File: src/hw/rtl/bwvr_pkg.sv
`timescale 1ns / 1ps

package bwvr_pkg;

    // port widths
    localparam int IN_DATA_W  = 112;
    localparam int OUT_DATA_W = 48;
    localparam int CFG_IDX_W  = 1;
    localparam int CFG_DATA_W = 16;

    // register indexes
    localparam logic [CFG_IDX_W-1:0] REG_TIMEOUT = 1'b0;
    localparam logic [CFG_IDX_W-1:0] REG_ENABLE  = 1'b1;

    localparam logic [15:0] TIMEOUT_RST = 16'd500;

    // item kinds carried in tuser
    localparam logic MODE_CMD  = 1'b0;
    localparam logic MODE_TICK = 1'b1;

    // queue between front and back, power of two
    localparam int QDEPTH = 2;
    localparam int QPTR_W = $clog2(QDEPTH);

    localparam int CORDIC_STEPS_DEF = 16;
    localparam int ATAN_DEPTH       = 24;
    localparam int ATAN_IDX_W       = 5;

    // datapath widths
    localparam int XY_W   = 34;
    localparam int Z_W    = 33;
    localparam int PROD_W = 51;
    localparam int ACC_W  = 68;

    // gain correction 0x9B74EDA8 / 2^32, split into halves
    localparam logic [15:0] GAIN_HI = 16'h9B74;
    localparam logic [15:0] GAIN_LO = 16'hEDA8;
    localparam int          OUT_SHIFT = 46;
    localparam logic signed [ACC_W-1:0] OUT_ROUND = ACC_W'(64'sh0000_2000_0000_0000);

    typedef struct packed {
        logic signed [15:0] vx;
        logic signed [15:0] vy;
        logic signed [15:0] rate;
        logic signed [15:0] angle;
        logic               stale;
    } job_t;

    // atan(2^-i) as a 32-bit binary angle
    function automatic logic signed [Z_W-1:0] atan_val(input logic [ATAN_IDX_W-1:0] i);
        logic [31:0] v;
        begin
            case (i)
                5'd0:    v = 32'h20000000;
                5'd1:    v = 32'h12E4051E;
                5'd2:    v = 32'h09FB385B;
                5'd3:    v = 32'h051111D4;
                5'd4:    v = 32'h028B0D43;
                5'd5:    v = 32'h0145D7E1;
                5'd6:    v = 32'h00A2F61E;
                5'd7:    v = 32'h00517C55;
                5'd8:    v = 32'h0028BE53;
                5'd9:    v = 32'h00145F2F;
                5'd10:   v = 32'h000A2F98;
                5'd11:   v = 32'h000517CC;
                5'd12:   v = 32'h00028BE6;
                5'd13:   v = 32'h000145F3;
                5'd14:   v = 32'h0000A2F9;
                5'd15:   v = 32'h0000517D;
                5'd16:   v = 32'h000028BE;
                5'd17:   v = 32'h0000145F;
                5'd18:   v = 32'h00000A30;
                5'd19:   v = 32'h00000518;
                5'd20:   v = 32'h0000028C;
                5'd21:   v = 32'h00000146;
                5'd22:   v = 32'h000000A3;
                5'd23:   v = 32'h00000051;
                default: v = 32'h00000000;
            endcase
            atan_val = $signed({1'b0, v});
        end
    endfunction

endpackage

File: src/hw/rtl/bwvr_front.sv
`timescale 1ns / 1ps

module bwvr_front (
    input  logic                                clk,
    input  logic                                rst_n,
    input  logic                                cfg_wen,
    input  logic [bwvr_pkg::CFG_IDX_W-1:0]      cfg_index,
    input  logic [bwvr_pkg::CFG_DATA_W-1:0]     cfg_data,
    input  logic                                s_tvalid,
    output logic                                s_tready,
    input  logic [bwvr_pkg::IN_DATA_W-1:0]      s_tdata,
    input  logic                                s_tuser,
    output logic                                job_valid,
    input  logic                                job_ready,
    output bwvr_pkg::job_t                      job
);

    logic [15:0]        timeout_reg;
    logic               enable_reg;
    logic signed [15:0] stored_vx_reg;
    logic signed [15:0] stored_vy_reg;
    logic signed [15:0] stored_rate_reg;
    logic [31:0]        stored_stamp_reg;

    logic               s1_valid_reg;
    logic signed [15:0] s1_vx_reg, s1_vy_reg, s1_rate_reg, s1_head_reg;
    logic [15:0]        s1_period_reg;
    logic               s1_stale_reg;

    logic               s2_valid_reg;
    logic signed [32:0] s2_prod_reg;
    logic signed [15:0] s2_vx_reg, s2_vy_reg, s2_rate_reg, s2_head_reg;
    logic               s2_stale_reg;

    logic [31:0]        time_now;
    logic [31:0]        age;
    logic               stale;
    logic               accept, cmd_take, tick_take, s1_adv, push;
    logic signed [33:0] rnd_sum;
    logic signed [16:0] delta;

    assign time_now  = s_tdata[31:0];
    assign s_tready  = !s1_valid_reg;
    assign accept    = s_tvalid && s_tready;
    assign cmd_take  = accept && (s_tuser == bwvr_pkg::MODE_CMD) && enable_reg;
    assign tick_take = accept && (s_tuser == bwvr_pkg::MODE_TICK);

    // wrapping age against the stored stamp
    assign age   = time_now - stored_stamp_reg;
    assign stale = age > {16'd0, timeout_reg};

    assign push      = s2_valid_reg && job_ready;
    assign s1_adv    = s1_valid_reg && (!s2_valid_reg || push);
    assign job_valid = s2_valid_reg;

    // midpoint correction, half of rate times period, ties upward
    assign rnd_sum = 34'(s2_prod_reg) + 34'sd65536;
    assign delta   = 17'(rnd_sum >>> 17);

    always_comb
    begin
        job.vx    = s2_vx_reg;
        job.vy    = s2_vy_reg;
        job.rate  = s2_rate_reg;
        job.angle = s2_head_reg + delta[15:0];
        job.stale = s2_stale_reg;
    end

    always_ff @(posedge clk or negedge rst_n)
    begin
        if (!rst_n)
        begin
            timeout_reg <= bwvr_pkg::TIMEOUT_RST;
            enable_reg  <= 1'b0;
        end
        else if (cfg_wen)
        begin
            case (cfg_index)
                bwvr_pkg::REG_TIMEOUT: timeout_reg <= cfg_data;
                bwvr_pkg::REG_ENABLE:  enable_reg  <= cfg_data[0];
                default: ;
            endcase
        end
    end

    always_ff @(posedge clk or negedge rst_n)
    begin
        if (!rst_n)
        begin
            stored_vx_reg    <= '0;
            stored_vy_reg    <= '0;
            stored_rate_reg  <= '0;
            stored_stamp_reg <= '0;
        end
        else if (cmd_take)
        begin
            stored_vx_reg    <= s_tdata[47:32];
            stored_vy_reg    <= s_tdata[63:48];
            stored_rate_reg  <= s_tdata[79:64];
            stored_stamp_reg <= time_now;
        end
    end

    always_ff @(posedge clk or negedge rst_n)
    begin
        if (!rst_n)
        begin
            s1_valid_reg <= 1'b0;
            s2_valid_reg <= 1'b0;
        end
        else
        begin
            if (tick_take)
                s1_valid_reg <= 1'b1;
            else if (s1_adv)
                s1_valid_reg <= 1'b0;

            if (s1_adv)
                s2_valid_reg <= 1'b1;
            else if (push)
                s2_valid_reg <= 1'b0;
        end
    end

    always_ff @(posedge clk)
    begin
        if (tick_take)
        begin
            s1_vx_reg     <= stale ? 16'sd0 : stored_vx_reg;
            s1_vy_reg     <= stale ? 16'sd0 : stored_vy_reg;
            s1_rate_reg   <= stale ? 16'sd0 : stored_rate_reg;
            s1_stale_reg  <= stale;
            s1_head_reg   <= s_tdata[95:80];
            s1_period_reg <= s_tdata[111:96];
        end
        if (s1_adv)
        begin
            s2_prod_reg  <= 33'(s1_rate_reg) * $signed({17'd0, s1_period_reg});
            s2_vx_reg    <= s1_vx_reg;
            s2_vy_reg    <= s1_vy_reg;
            s2_rate_reg  <= s1_rate_reg;
            s2_head_reg  <= s1_head_reg;
            s2_stale_reg <= s1_stale_reg;
        end
    end

endmodule

File: src/hw/rtl/bwvr_queue.sv
`timescale 1ns / 1ps

module bwvr_queue (
    input  logic           clk,
    input  logic           rst_n,
    input  logic           push_valid,
    output logic           push_ready,
    input  bwvr_pkg::job_t push_job,
    output logic           pop_valid,
    input  logic           pop,
    output bwvr_pkg::job_t pop_job
);

    localparam int CNT_W = $clog2(bwvr_pkg::QDEPTH + 1);

    bwvr_pkg::job_t                 entry_reg [bwvr_pkg::QDEPTH];
    logic [bwvr_pkg::QPTR_W-1:0]    wr_ptr_reg, rd_ptr_reg;
    logic [CNT_W-1:0]               count_reg;
    logic                           push;

    assign push_ready = count_reg != CNT_W'(bwvr_pkg::QDEPTH);
    assign pop_valid  = count_reg != '0;
    assign push       = push_valid && push_ready;
    assign pop_job    = entry_reg[rd_ptr_reg];

    always_ff @(posedge clk or negedge rst_n)
    begin
        if (!rst_n)
        begin
            wr_ptr_reg <= '0;
            rd_ptr_reg <= '0;
            count_reg  <= '0;
        end
        else
        begin
            if (push)
                wr_ptr_reg <= wr_ptr_reg + 1'b1;
            if (pop)
                rd_ptr_reg <= rd_ptr_reg + 1'b1;
            if (push && !pop)
                count_reg <= count_reg + 1'b1;
            else if (pop && !push)
                count_reg <= count_reg - 1'b1;
        end
    end

    always_ff @(posedge clk)
    begin
        if (push)
            entry_reg[wr_ptr_reg] <= push_job;
    end

    a_no_overflow: assert property (@(posedge clk) disable iff (!rst_n)
        push_valid && !push_ready && !pop |=> count_reg == CNT_W'(bwvr_pkg::QDEPTH))
        else $error("queue lost its full state while a transfer waited");

    a_no_underflow: assert property (@(posedge clk) disable iff (!rst_n)
        pop |-> count_reg != '0)
        else $error("queue popped while empty");

endmodule

File: src/hw/rtl/bwvr_back.sv
`timescale 1ns / 1ps

module bwvr_back #(
    parameter int CORDIC_STEPS = bwvr_pkg::CORDIC_STEPS_DEF
) (
    input  logic                              clk,
    input  logic                              rst_n,
    input  logic                              job_valid,
    output logic                              job_pop,
    input  bwvr_pkg::job_t                    job,
    output logic                              m_tvalid,
    input  logic                              m_tready,
    output logic [bwvr_pkg::OUT_DATA_W-1:0]   m_tdata,
    output logic                              m_tuser
);

    localparam int STEP_W = $clog2(CORDIC_STEPS);
    localparam int XY_W   = bwvr_pkg::XY_W;
    localparam int Z_W    = bwvr_pkg::Z_W;
    localparam int PROD_W = bwvr_pkg::PROD_W;
    localparam int ACC_W  = bwvr_pkg::ACC_W;

    typedef enum logic [3:0] {
        ST_IDLE = 4'b0001,
        ST_ROT  = 4'b0010,
        ST_MUL  = 4'b0100,
        ST_DONE = 4'b1000
    } state_t;

    state_t                   state_reg, state_next;
    logic [STEP_W-1:0]        step_reg;
    logic [1:0]               mstep_reg;
    logic                     axis_reg;

    logic signed [XY_W-1:0]   x_reg, y_reg;
    logic signed [Z_W-1:0]    z_reg;
    logic signed [PROD_W-1:0] prod_reg;
    logic signed [ACC_W-1:0]  acc_reg;
    logic signed [15:0]       res_x_reg, res_y_reg, rate_reg;
    logic                     stale_reg;

    logic                     m_tvalid_reg;
    logic [bwvr_pkg::OUT_DATA_W-1:0] m_tdata_reg;
    logic                     m_tuser_reg;

    logic                     fold, last_step, out_load;
    logic signed [XY_W-1:0]   x_in, y_in, dx, dy, mul_a;
    logic signed [15:0]       ang_fold;
    logic signed [Z_W-1:0]    atan_step;
    logic [15:0]              mul_half;
    logic signed [PROD_W-1:0] mul_out;
    logic signed [ACC_W-1:0]  acc_sum, acc_shift;
    logic signed [15:0]       sat_out;

    // beyond a quarter turn: negate the vector and turn the angle by half a turn
    assign fold     = (job.angle > 16'sd16384) || (job.angle < -16'sd16384);
    assign ang_fold = fold ? {~job.angle[15], job.angle[14:0]} : job.angle;
    assign x_in     = XY_W'(job.vx) <<< 14;
    assign y_in     = XY_W'(job.vy) <<< 14;

    assign dx        = y_reg >>> step_reg;
    assign dy        = x_reg >>> step_reg;
    assign atan_step = bwvr_pkg::atan_val(bwvr_pkg::ATAN_IDX_W'(step_reg));
    assign last_step = step_reg == STEP_W'(CORDIC_STEPS - 1);

    // gain correction in two 16-bit halves through one multiplier
    assign mul_a    = axis_reg ? y_reg : x_reg;
    assign mul_half = (mstep_reg == 2'd0) ? bwvr_pkg::GAIN_HI : bwvr_pkg::GAIN_LO;
    assign mul_out  = PROD_W'(mul_a) * PROD_W'($signed({1'b0, mul_half}));

    assign acc_sum   = acc_reg + ACC_W'(prod_reg) + bwvr_pkg::OUT_ROUND;
    assign acc_shift = acc_sum >>> bwvr_pkg::OUT_SHIFT;
    assign sat_out   = ((&acc_shift[ACC_W-1:15]) || !(|acc_shift[ACC_W-1:15]))
                       ? acc_shift[15:0]
                       : (acc_shift[ACC_W-1] ? 16'sh8000 : 16'sh7FFF);

    assign job_pop  = (state_reg == ST_IDLE) && job_valid;
    assign out_load = (state_reg == ST_DONE) && (!m_tvalid_reg || m_tready);

    assign m_tvalid = m_tvalid_reg;
    assign m_tdata  = m_tdata_reg;
    assign m_tuser  = m_tuser_reg;

    always_comb
    begin
        state_next = state_reg;
        case (state_reg)
            ST_IDLE: if (job_valid) state_next = ST_ROT;
            ST_ROT:  if (last_step) state_next = ST_MUL;
            ST_MUL:  if (axis_reg && mstep_reg == 2'd2) state_next = ST_DONE;
            ST_DONE: if (out_load) state_next = ST_IDLE;
            default: state_next = ST_IDLE;
        endcase
    end

    always_ff @(posedge clk or negedge rst_n)
    begin
        if (!rst_n)
        begin
            state_reg    <= ST_IDLE;
            step_reg     <= '0;
            mstep_reg    <= 2'd0;
            axis_reg     <= 1'b0;
            m_tvalid_reg <= 1'b0;
        end
        else
        begin
            state_reg <= state_next;
            case (state_reg)
                ST_IDLE:
                begin
                    step_reg  <= '0;
                    mstep_reg <= 2'd0;
                    axis_reg  <= 1'b0;
                end
                ST_ROT:
                    if (!last_step)
                        step_reg <= step_reg + 1'b1;
                ST_MUL:
                begin
                    if (mstep_reg == 2'd2)
                    begin
                        mstep_reg <= 2'd0;
                        axis_reg  <= 1'b1;
                    end
                    else
                        mstep_reg <= mstep_reg + 1'b1;
                end
                default: ;
            endcase
            if (out_load)
                m_tvalid_reg <= 1'b1;
            else if (m_tready)
                m_tvalid_reg <= 1'b0;
        end
    end

    always_ff @(posedge clk)
    begin
        case (state_reg)
            ST_IDLE:
                if (job_valid)
                begin
                    x_reg     <= fold ? -x_in : x_in;
                    y_reg     <= fold ? -y_in : y_in;
                    z_reg     <= Z_W'($signed({ang_fold, 16'd0}));
                    rate_reg  <= job.rate;
                    stale_reg <= job.stale;
                end
            ST_ROT:
                if (!z_reg[Z_W-1])
                begin
                    x_reg <= x_reg - dx;
                    y_reg <= y_reg + dy;
                    z_reg <= z_reg - atan_step;
                end
                else
                begin
                    x_reg <= x_reg + dx;
                    y_reg <= y_reg - dy;
                    z_reg <= z_reg + atan_step;
                end
            ST_MUL:
                case (mstep_reg)
                    2'd0: prod_reg <= mul_out;
                    2'd1:
                    begin
                        acc_reg  <= ACC_W'(prod_reg) <<< 16;
                        prod_reg <= mul_out;
                    end
                    2'd2:
                        if (axis_reg)
                            res_y_reg <= sat_out;
                        else
                            res_x_reg <= sat_out;
                    default: ;
                endcase
            default: ;
        endcase
        if (out_load)
        begin
            m_tdata_reg <= {rate_reg, res_y_reg, res_x_reg};
            m_tuser_reg <= stale_reg;
        end
    end

    a_step_range: assert property (@(posedge clk) disable iff (!rst_n)
        state_reg == ST_ROT |-> step_reg <= STEP_W'(CORDIC_STEPS - 1))
        else $error("cordic step counter ran past the last iteration");

    a_result_from_done: assert property (@(posedge clk) disable iff (!rst_n)
        $rose(m_tvalid_reg) |-> $past(state_reg == ST_DONE))
        else $error("result shown without a finished rotation");

endmodule

File: src/hw/rtl/body_to_world_velocity_rotator.sv
`timescale 1ns / 1ps

// body-to-world velocity rotator for a holonomic base
//
// s_* : input stream, one transfer per item; s_tuser selects the kind
//       (0 = velocity command, 1 = control tick)
//       a command is stored with its time stamp only while enable is set
//       and gives no result; a tick gives exactly one result
// m_* : result stream, world vx/vy rotated by heading plus the midpoint
//       turn correction, the rate (zero when stale) and the stale flag
// cfg_* : plain write port, index 0 = timeout in ms, 1 = enable
//
// the rotator takes a new tick only once it is through with the last one,
// as it is a single iterative cordic stage with a shared gain multiplier
// the front takes a command every cycle unless a tick waits in its first stage,
// which holds s_tready low; a two-entry queue lets the front run ahead of the rotator
// reset clears the stored command to zero, timeout to 500 ms and enable
// to 0; when the receiver stalls the result waits in the output register,
// the rotator holds its finished result, then the queue and front fill
module body_to_world_velocity_rotator #(
    parameter int CORDIC_STEPS = bwvr_pkg::CORDIC_STEPS_DEF
) (
    input  logic                              clk,
    input  logic                              rst_n,
    // configuration writes
    input  logic                              cfg_wen,
    input  logic [bwvr_pkg::CFG_IDX_W-1:0]    cfg_index,
    input  logic [bwvr_pkg::CFG_DATA_W-1:0]   cfg_data,
    // input items
    input  logic                              s_tvalid,
    output logic                              s_tready,
    // time_now[31:0], body_vx[47:32], body_vy[63:48], turn_rate[79:64],
    // heading[95:80], period[111:96]
    input  logic [bwvr_pkg::IN_DATA_W-1:0]    s_tdata,
    // mode
    input  logic                              s_tuser,
    // result items
    output logic                              m_tvalid,
    input  logic                              m_tready,
    // world_vx[15:0], world_vy[31:16], rate_out[47:32]
    output logic [bwvr_pkg::OUT_DATA_W-1:0]   m_tdata,
    // stale
    output logic                              m_tuser
);

    // front to queue
    logic           fq_valid, fq_ready;
    bwvr_pkg::job_t fq_job;

    // queue to rotator
    logic           qb_valid, qb_pop;
    bwvr_pkg::job_t qb_job;

    // classification, staleness check and heading correction
    bwvr_front u_front (
        .clk       (clk),
        .rst_n     (rst_n),
        .cfg_wen   (cfg_wen),
        .cfg_index (cfg_index),
        .cfg_data  (cfg_data),
        .s_tvalid  (s_tvalid),
        .s_tready  (s_tready),
        .s_tdata   (s_tdata),
        .s_tuser   (s_tuser),
        .job_valid (fq_valid),
        .job_ready (fq_ready),
        .job       (fq_job)
    );

    // decouples the front from the slow rotator
    bwvr_queue u_queue (
        .clk        (clk),
        .rst_n      (rst_n),
        .push_valid (fq_valid),
        .push_ready (fq_ready),
        .push_job   (fq_job),
        .pop_valid  (qb_valid),
        .pop        (qb_pop),
        .pop_job    (qb_job)
    );

    // iterative cordic rotation, gain correction and output register
    bwvr_back #(
        .CORDIC_STEPS (CORDIC_STEPS)
    ) u_back (
        .clk       (clk),
        .rst_n     (rst_n),
        .job_valid (qb_valid),
        .job_pop   (qb_pop),
        .job       (qb_job),
        .m_tvalid  (m_tvalid),
        .m_tready  (m_tready),
        .m_tdata   (m_tdata),
        .m_tuser   (m_tuser)
    );

endmodule
File: config.mk
export PLATFORM = sky130hd
export DESIGN_NAME = body_to_world_velocity_rotator
export DESIGN_NICKNAME = d
export VERILOG_FILES = /design/src/hw/rtl/bwvr_pkg.sv /design/src/hw/rtl/bwvr_front.sv /design/src/hw/rtl/bwvr_queue.sv /design/src/hw/rtl/bwvr_back.sv /design/src/hw/rtl/body_to_world_velocity_rotator.sv
export SDC_FILE = /design/constraint.sdc
export NUM_CORES = 2
export LEC_CHECK = 0
export BUFFER_PORTS_ARGS = -buffer_cell sky130_fd_sc_hd__buf_2
export CORE_MARGIN = 4
export CORE_UTILIZATION = 35
export CTS_CLUSTER_DIAMETER = 100
export DETAILED_ROUTE_END_ITERATION = 6
export SYNTH_ARGS = -nofsm -noshare
export SYNTH_HDL_FRONTEND = slang
export SYNTH_SLANG_ARGS = --single-unit
File: constraint.sdc
create_clock -name clk -period 22.7 [get_ports clk]
set_input_delay 4.54 -clock clk [delete_from_list [all_inputs] [get_ports clk]]
set_output_delay 4.54 -clock clk [all_outputs]
set_load 0.02 [all_outputs]
==> results.txt <==
The run finished with clean final reports. After the first detailed-routing iteration, the DRC count stood at 2729. The proportion of synthesized chip area in sequential cells came out at 0.334. The worst setup slack after placement is 12390 ps. For the final routed database, the setup TNS stands at 0 ps.

The effective utilization at floorplan came out at 0.353. Relative to the synthesized area, the layout overhead comes to 10.1%. The final hold slack is between 400 and 500 ps. Across the whole layout, storage elements account for 20600 um^2.

Between clock sinks in the finished design, the worst skew comes to 60.9 ps. The largest net degree at the start of global routing is 104. For the pin with the worst max-slew slack, the measured transition is 1180 ps.

The number of nets handed over by synthesis was just over 7000. The initial antenna violation count came out at 3. The maximum fanout encountered on the critical timing path came out at 36. The flop-to-flop setup slack came out at 13530 ps. The chip width is ~430 um. The via count of the first global-routing pass is roughly 44000. Of the cells placed in the final design, the portion with a size suffix greater than 1 is 0.0948.

The global-route wire length before repair came out at 236 mm. The flip-flop count of the largest register, all copies and words added is 130. The worst hold-check path type is reg2reg. The via density per instance came out at 5.00. The number of nets at the end of the flow is ~7300. The global routing usage on met3 came out at 0.0208. The clock tree root buffer cell is sky130_fd_sc_hd__clkbuf_16. The count of buffers from port buffering is 185. The area of the mapped netlist is 61600 um^2.

The global-route congestion overflow total is 0. At the end of routability-driven placement, the weighted congestion stood at a little under 0.9. Pin placement for this block handled 186 I/O pins.

The global routing usage on met1 is 0.214. The average detailed-routed wire length per instance came out at between 15 and 20 um. The worst slew margin relative to its limit came out at 0.214.

The number of sinks driven by the clock tree is 705. Setup repair after global routing left no endpoint under its margin. The max-slew violation count was 0. The routed design has between 100 and 150 mm of wire. The number of cells produced by synthesis came out at 5973. The height of the die is 428 um. The proportion of register bits with asynchronous set or reset after synthesis came out at 0.163.

Clock latency on the worst-skew pair, taken at its later pin, is 710 ps. The footprint of the multi-input gates is 36700 um^2. The maximum root-to-sink buffer count is 3. The layer flagged by global routing as most heavily used is met2. In the routed design, unresolved DRC markers number 0. The mean instance size in the synthesized netlist is 10.3 um^2. The final count of hold timing violations is 0. The worst path arrival time is 9960 ps. The number of iterations in the first detailed-routing pass is 6. The post-DP HPWL came out at 112 mm. The minimum period implied by the final worst setup slack is 9620 ps. Synthesis inferred 705 register bits.

Of the available clock period, the critical path in the final layout requires 0.424. The number of gates resized after cts came out at 0. The TritonCTS buffer count came out at 83. The number of placement rows came out at about 150. The deepest level of the CTS H-tree is 3.

The number of synthesis warnings came out at 0. Setup violations remaining at the end of the flow were counted as 0. After clock tree synthesis, the flow added hold-fix buffers numbering 0.

The count of cell types in the netlist is 93. The met2 track utilization from global routing came out at 0.270. The final worst slack is 13080 ps. The required time at the worst-slack endpoint is 23040 ps.

The routed via count came out at 42200. The max-cap violation count came out at 0. The critical path in this run is classified as in2reg. The number of flops mapped to enable cells by yosys is 590. The number of fill cells in the layout is ~17000. STA classifies the critical path startpoint as an input pin. TritonCTS built the clock tree.

In this run the remaining antenna-violating nets after routing total 0. The region available for standard cell placement spans ~170000 um^2. The overall fraction of global-route tracks in use is 0.161. The overall die area is 183000 um^2. Post-CTS timing repair inserted 0 buffers for setup.

In the synthesized netlist the dominant register cell turns out to be sky130_fd_sc_hd__edfxtp_1. The clock transition at the register clock pins on the worst setup and hold paths after CTS came out at roughly 60 ps. The highest achievable clock rate is 0.104 GHz. The worst setup path is captured at a flop.
-- cell type report --
cell class                      instances  area share
Tap cell                             2325      0.0429
Clock buffer                           94      0.0314
Multi-Input combinational cell       4122       0.541
Sequential cell                       705       0.304
Inverter                              915      0.0506
Clock inverter                         56      0.0117
Antenna cell                            1   0.0000369
Timing Repair Buffer                  229      0.0186
-- critical path: stages --
cell and delay, ps:
sky130_fd_sc_hd__buf_2 130, sky130_fd_sc_hd__ha_1 280, sky130_fd_sc_hd__nor2b_1 130, sky130_fd_sc_hd__o21a_1 180, sky130_fd_sc_hd__o21ai_1 220, sky130_fd_sc_hd__a21oi_1 150, sky130_fd_sc_hd__a31oi_1 450, sky130_fd_sc_hd__o21bai_1 110
sky130_fd_sc_hd__a21oi_1 180, sky130_fd_sc_hd__xnor2_1 140, sky130_fd_sc_hd__ha_1 270, sky130_fd_sc_hd__a21o_1 170, sky130_fd_sc_hd__a21o_1 180, sky130_fd_sc_hd__a21oi_1 210, sky130_fd_sc_hd__and3b_1 220, sky130_fd_sc_hd__nand2_1 60
sky130_fd_sc_hd__a31oi_1 160, sky130_fd_sc_hd__o211ai_1 190, sky130_fd_sc_hd__nor4_1 380, sky130_fd_sc_hd__nand4_1 130, sky130_fd_sc_hd__nor4_1 320, sky130_fd_sc_hd__nand4_1 590, sky130_fd_sc_hd__buf_4 500
-- layer usage --
layer	vias up	wire, um
met4	2	5150
met5	-	13
met2	958	68400
met3	241	6400
li1	20400	-
met1	20600	65100
-- Yosys cell counts, types with 14 or more instances --
| library cell | n | share of area |
|---|---|---|
| sky130_fd_sc_hd__clkbuf_1 | 163 | 0.0099 |
| sky130_fd_sc_hd__and2_1 | 152 | 0.015 |
| sky130_fd_sc_hd__ha_1 | 616 | 0.13 |
| sky130_fd_sc_hd__buf_2 | 28 | 0.0023 |
| sky130_fd_sc_hd__a21o_1 | 99 | 0.012 |
| sky130_fd_sc_hd__mux4_2 | 66 | 0.024 |
| sky130_fd_sc_hd__or2_2 | 14 | 0.0014 |
| sky130_fd_sc_hd__edfxtp_1 | 590 | 0.29 |
| sky130_fd_sc_hd__a211oi_1 | 28 | 0.0034 |
| sky130_fd_sc_hd__or3_1 | 14 | 0.0014 |
| sky130_fd_sc_hd__nor2b_1 | 39 | 0.0040 |
| sky130_fd_sc_hd__fa_1 | 478 | 0.16 |
| sky130_fd_sc_hd__inv_1 | 909 | 0.055 |
| sky130_fd_sc_hd__and3_1 | 47 | 0.0048 |
| sky130_fd_sc_hd__xor2_1 | 131 | 0.019 |
| sky130_fd_sc_hd__a21oi_1 | 337 | 0.027 |
| sky130_fd_sc_hd__o21ai_0 | 279 | 0.023 |
| sky130_fd_sc_hd__o31ai_1 | 23 | 0.0028 |
| sky130_fd_sc_hd__xnor2_1 | 206 | 0.029 |
| sky130_fd_sc_hd__nor2_1 | 307 | 0.019 |
| sky130_fd_sc_hd__dfrtp_1 | 108 | 0.044 |
| sky130_fd_sc_hd__o211ai_1 | 19 | 0.0023 |
| sky130_fd_sc_hd__a31oi_1 | 44 | 0.0045 |
| sky130_fd_sc_hd__nand4_1 | 27 | 0.0027 |
| sky130_fd_sc_hd__nor3_1 | 62 | 0.0050 |
| sky130_fd_sc_hd__buf_1 | 32 | 0.0019 |
| sky130_fd_sc_hd__nand2b_1 | 50 | 0.0051 |
| sky130_fd_sc_hd__nand2_1 | 588 | 0.036 |
| sky130_fd_sc_hd__mux2_2 | 83 | 0.015 |
| sky130_fd_sc_hd__o21a_1 | 40 | 0.0049 |
| sky130_fd_sc_hd__nand3_1 | 57 | 0.0046 |
| sky130_fd_sc_hd__o21bai_1 | 34 | 0.0041 |
| sky130_fd_sc_hd__mux2i_1 | 98 | 0.016 |
-- cell usage in the layout (no fill, tap or decap), types with 27 or more instances in the layout --
| cell type | count |
|---|---|
| sky130_fd_sc_hd__buf_2 | 184 |
| sky130_fd_sc_hd__a211oi_1 | 28 |
| sky130_fd_sc_hd__mux4_2 | 66 |
| sky130_fd_sc_hd__nor2b_1 | 36 |
| sky130_fd_sc_hd__o21a_1 | 40 |
| sky130_fd_sc_hd__clkbuf_16 | 83 |
| sky130_fd_sc_hd__o21ai_0 | 278 |
| sky130_fd_sc_hd__a21o_1 | 99 |
| sky130_fd_sc_hd__ha_1 | 616 |
| sky130_fd_sc_hd__nor3_1 | 62 |
| sky130_fd_sc_hd__mux2_2 | 83 |
| sky130_fd_sc_hd__buf_4 | 44 |
| sky130_fd_sc_hd__dfrtp_1 | 102 |
| sky130_fd_sc_hd__a21oi_1 | 337 |
| sky130_fd_sc_hd__nand2_1 | 587 |
| sky130_fd_sc_hd__edfxtp_1 | 590 |
| sky130_fd_sc_hd__and2_1 | 150 |
| sky130_fd_sc_hd__nand4_1 | 27 |
| sky130_fd_sc_hd__xnor2_1 | 206 |
| sky130_fd_sc_hd__fa_1 | 478 |
| sky130_fd_sc_hd__a31oi_1 | 44 |
| sky130_fd_sc_hd__nand2b_1 | 50 |
| sky130_fd_sc_hd__mux2i_1 | 98 |
| sky130_fd_sc_hd__inv_1 | 909 |
| sky130_fd_sc_hd__xor2_1 | 131 |
| sky130_fd_sc_hd__and3_1 | 45 |
| sky130_fd_sc_hd__nor2_1 | 304 |
| sky130_fd_sc_hd__o21bai_1 | 34 |
| sky130_fd_sc_hd__nand3_1 | 57 |
-- final timing paths --
kind,start,to,cells past startpoint
max,s_tdata[1],u_front.s1_stale_reg,23
min,u_front.s1_stale_reg,u_front.s2_stale_reg,0
max reg2reg,u_back.mstep_reg[1],u_back.prod_reg[43],27
min reg2reg,u_front.s1_stale_reg,u_front.s2_stale_reg,0
max in group asynchronous,rst_n,u_queue.wr_ptr_reg,2
min in group asynchronous,rst_n,u_front.stored_rate_reg[15],1
-- cell families (layout without fill, tap and decap cells) --
| group | count (synthesis) | count (layout) | synth area share |
|---|---|---|---|
| DFF | 705 | 705 | 0.334 |
| other | 1 | 2 | 0.0000608 |
| adders and majority gates | 1094 | 1094 | 0.280 |
| and+or+nand+nor | 1420 | 1420 | 0.108 |
| xor gates and xnor gates | 338 | 338 | 0.0482 |
| AOI/OAI and AO/OA | 1013 | 1013 | 0.0995 |
| muxes | 256 | 256 | 0.0588 |
| buffers and inverters | 1146 | 1294 | 0.0714 |
-- stage by stage --
stage,std cells,utilization,cell area [um^2]
6_report,8447,0.389,67900
5_1_grt,8446,0.389,67900
4_1_cts,8446,0.389,67900
3_5_place_dp,8296,0.372,64900
3_3_place_gp,8296,0.372,64900
2_1_floorplan,5973,-,61600
Power is not shown: default switching activity piles up to over one toggle a cycle in this logic, so the estimate is an artifact.
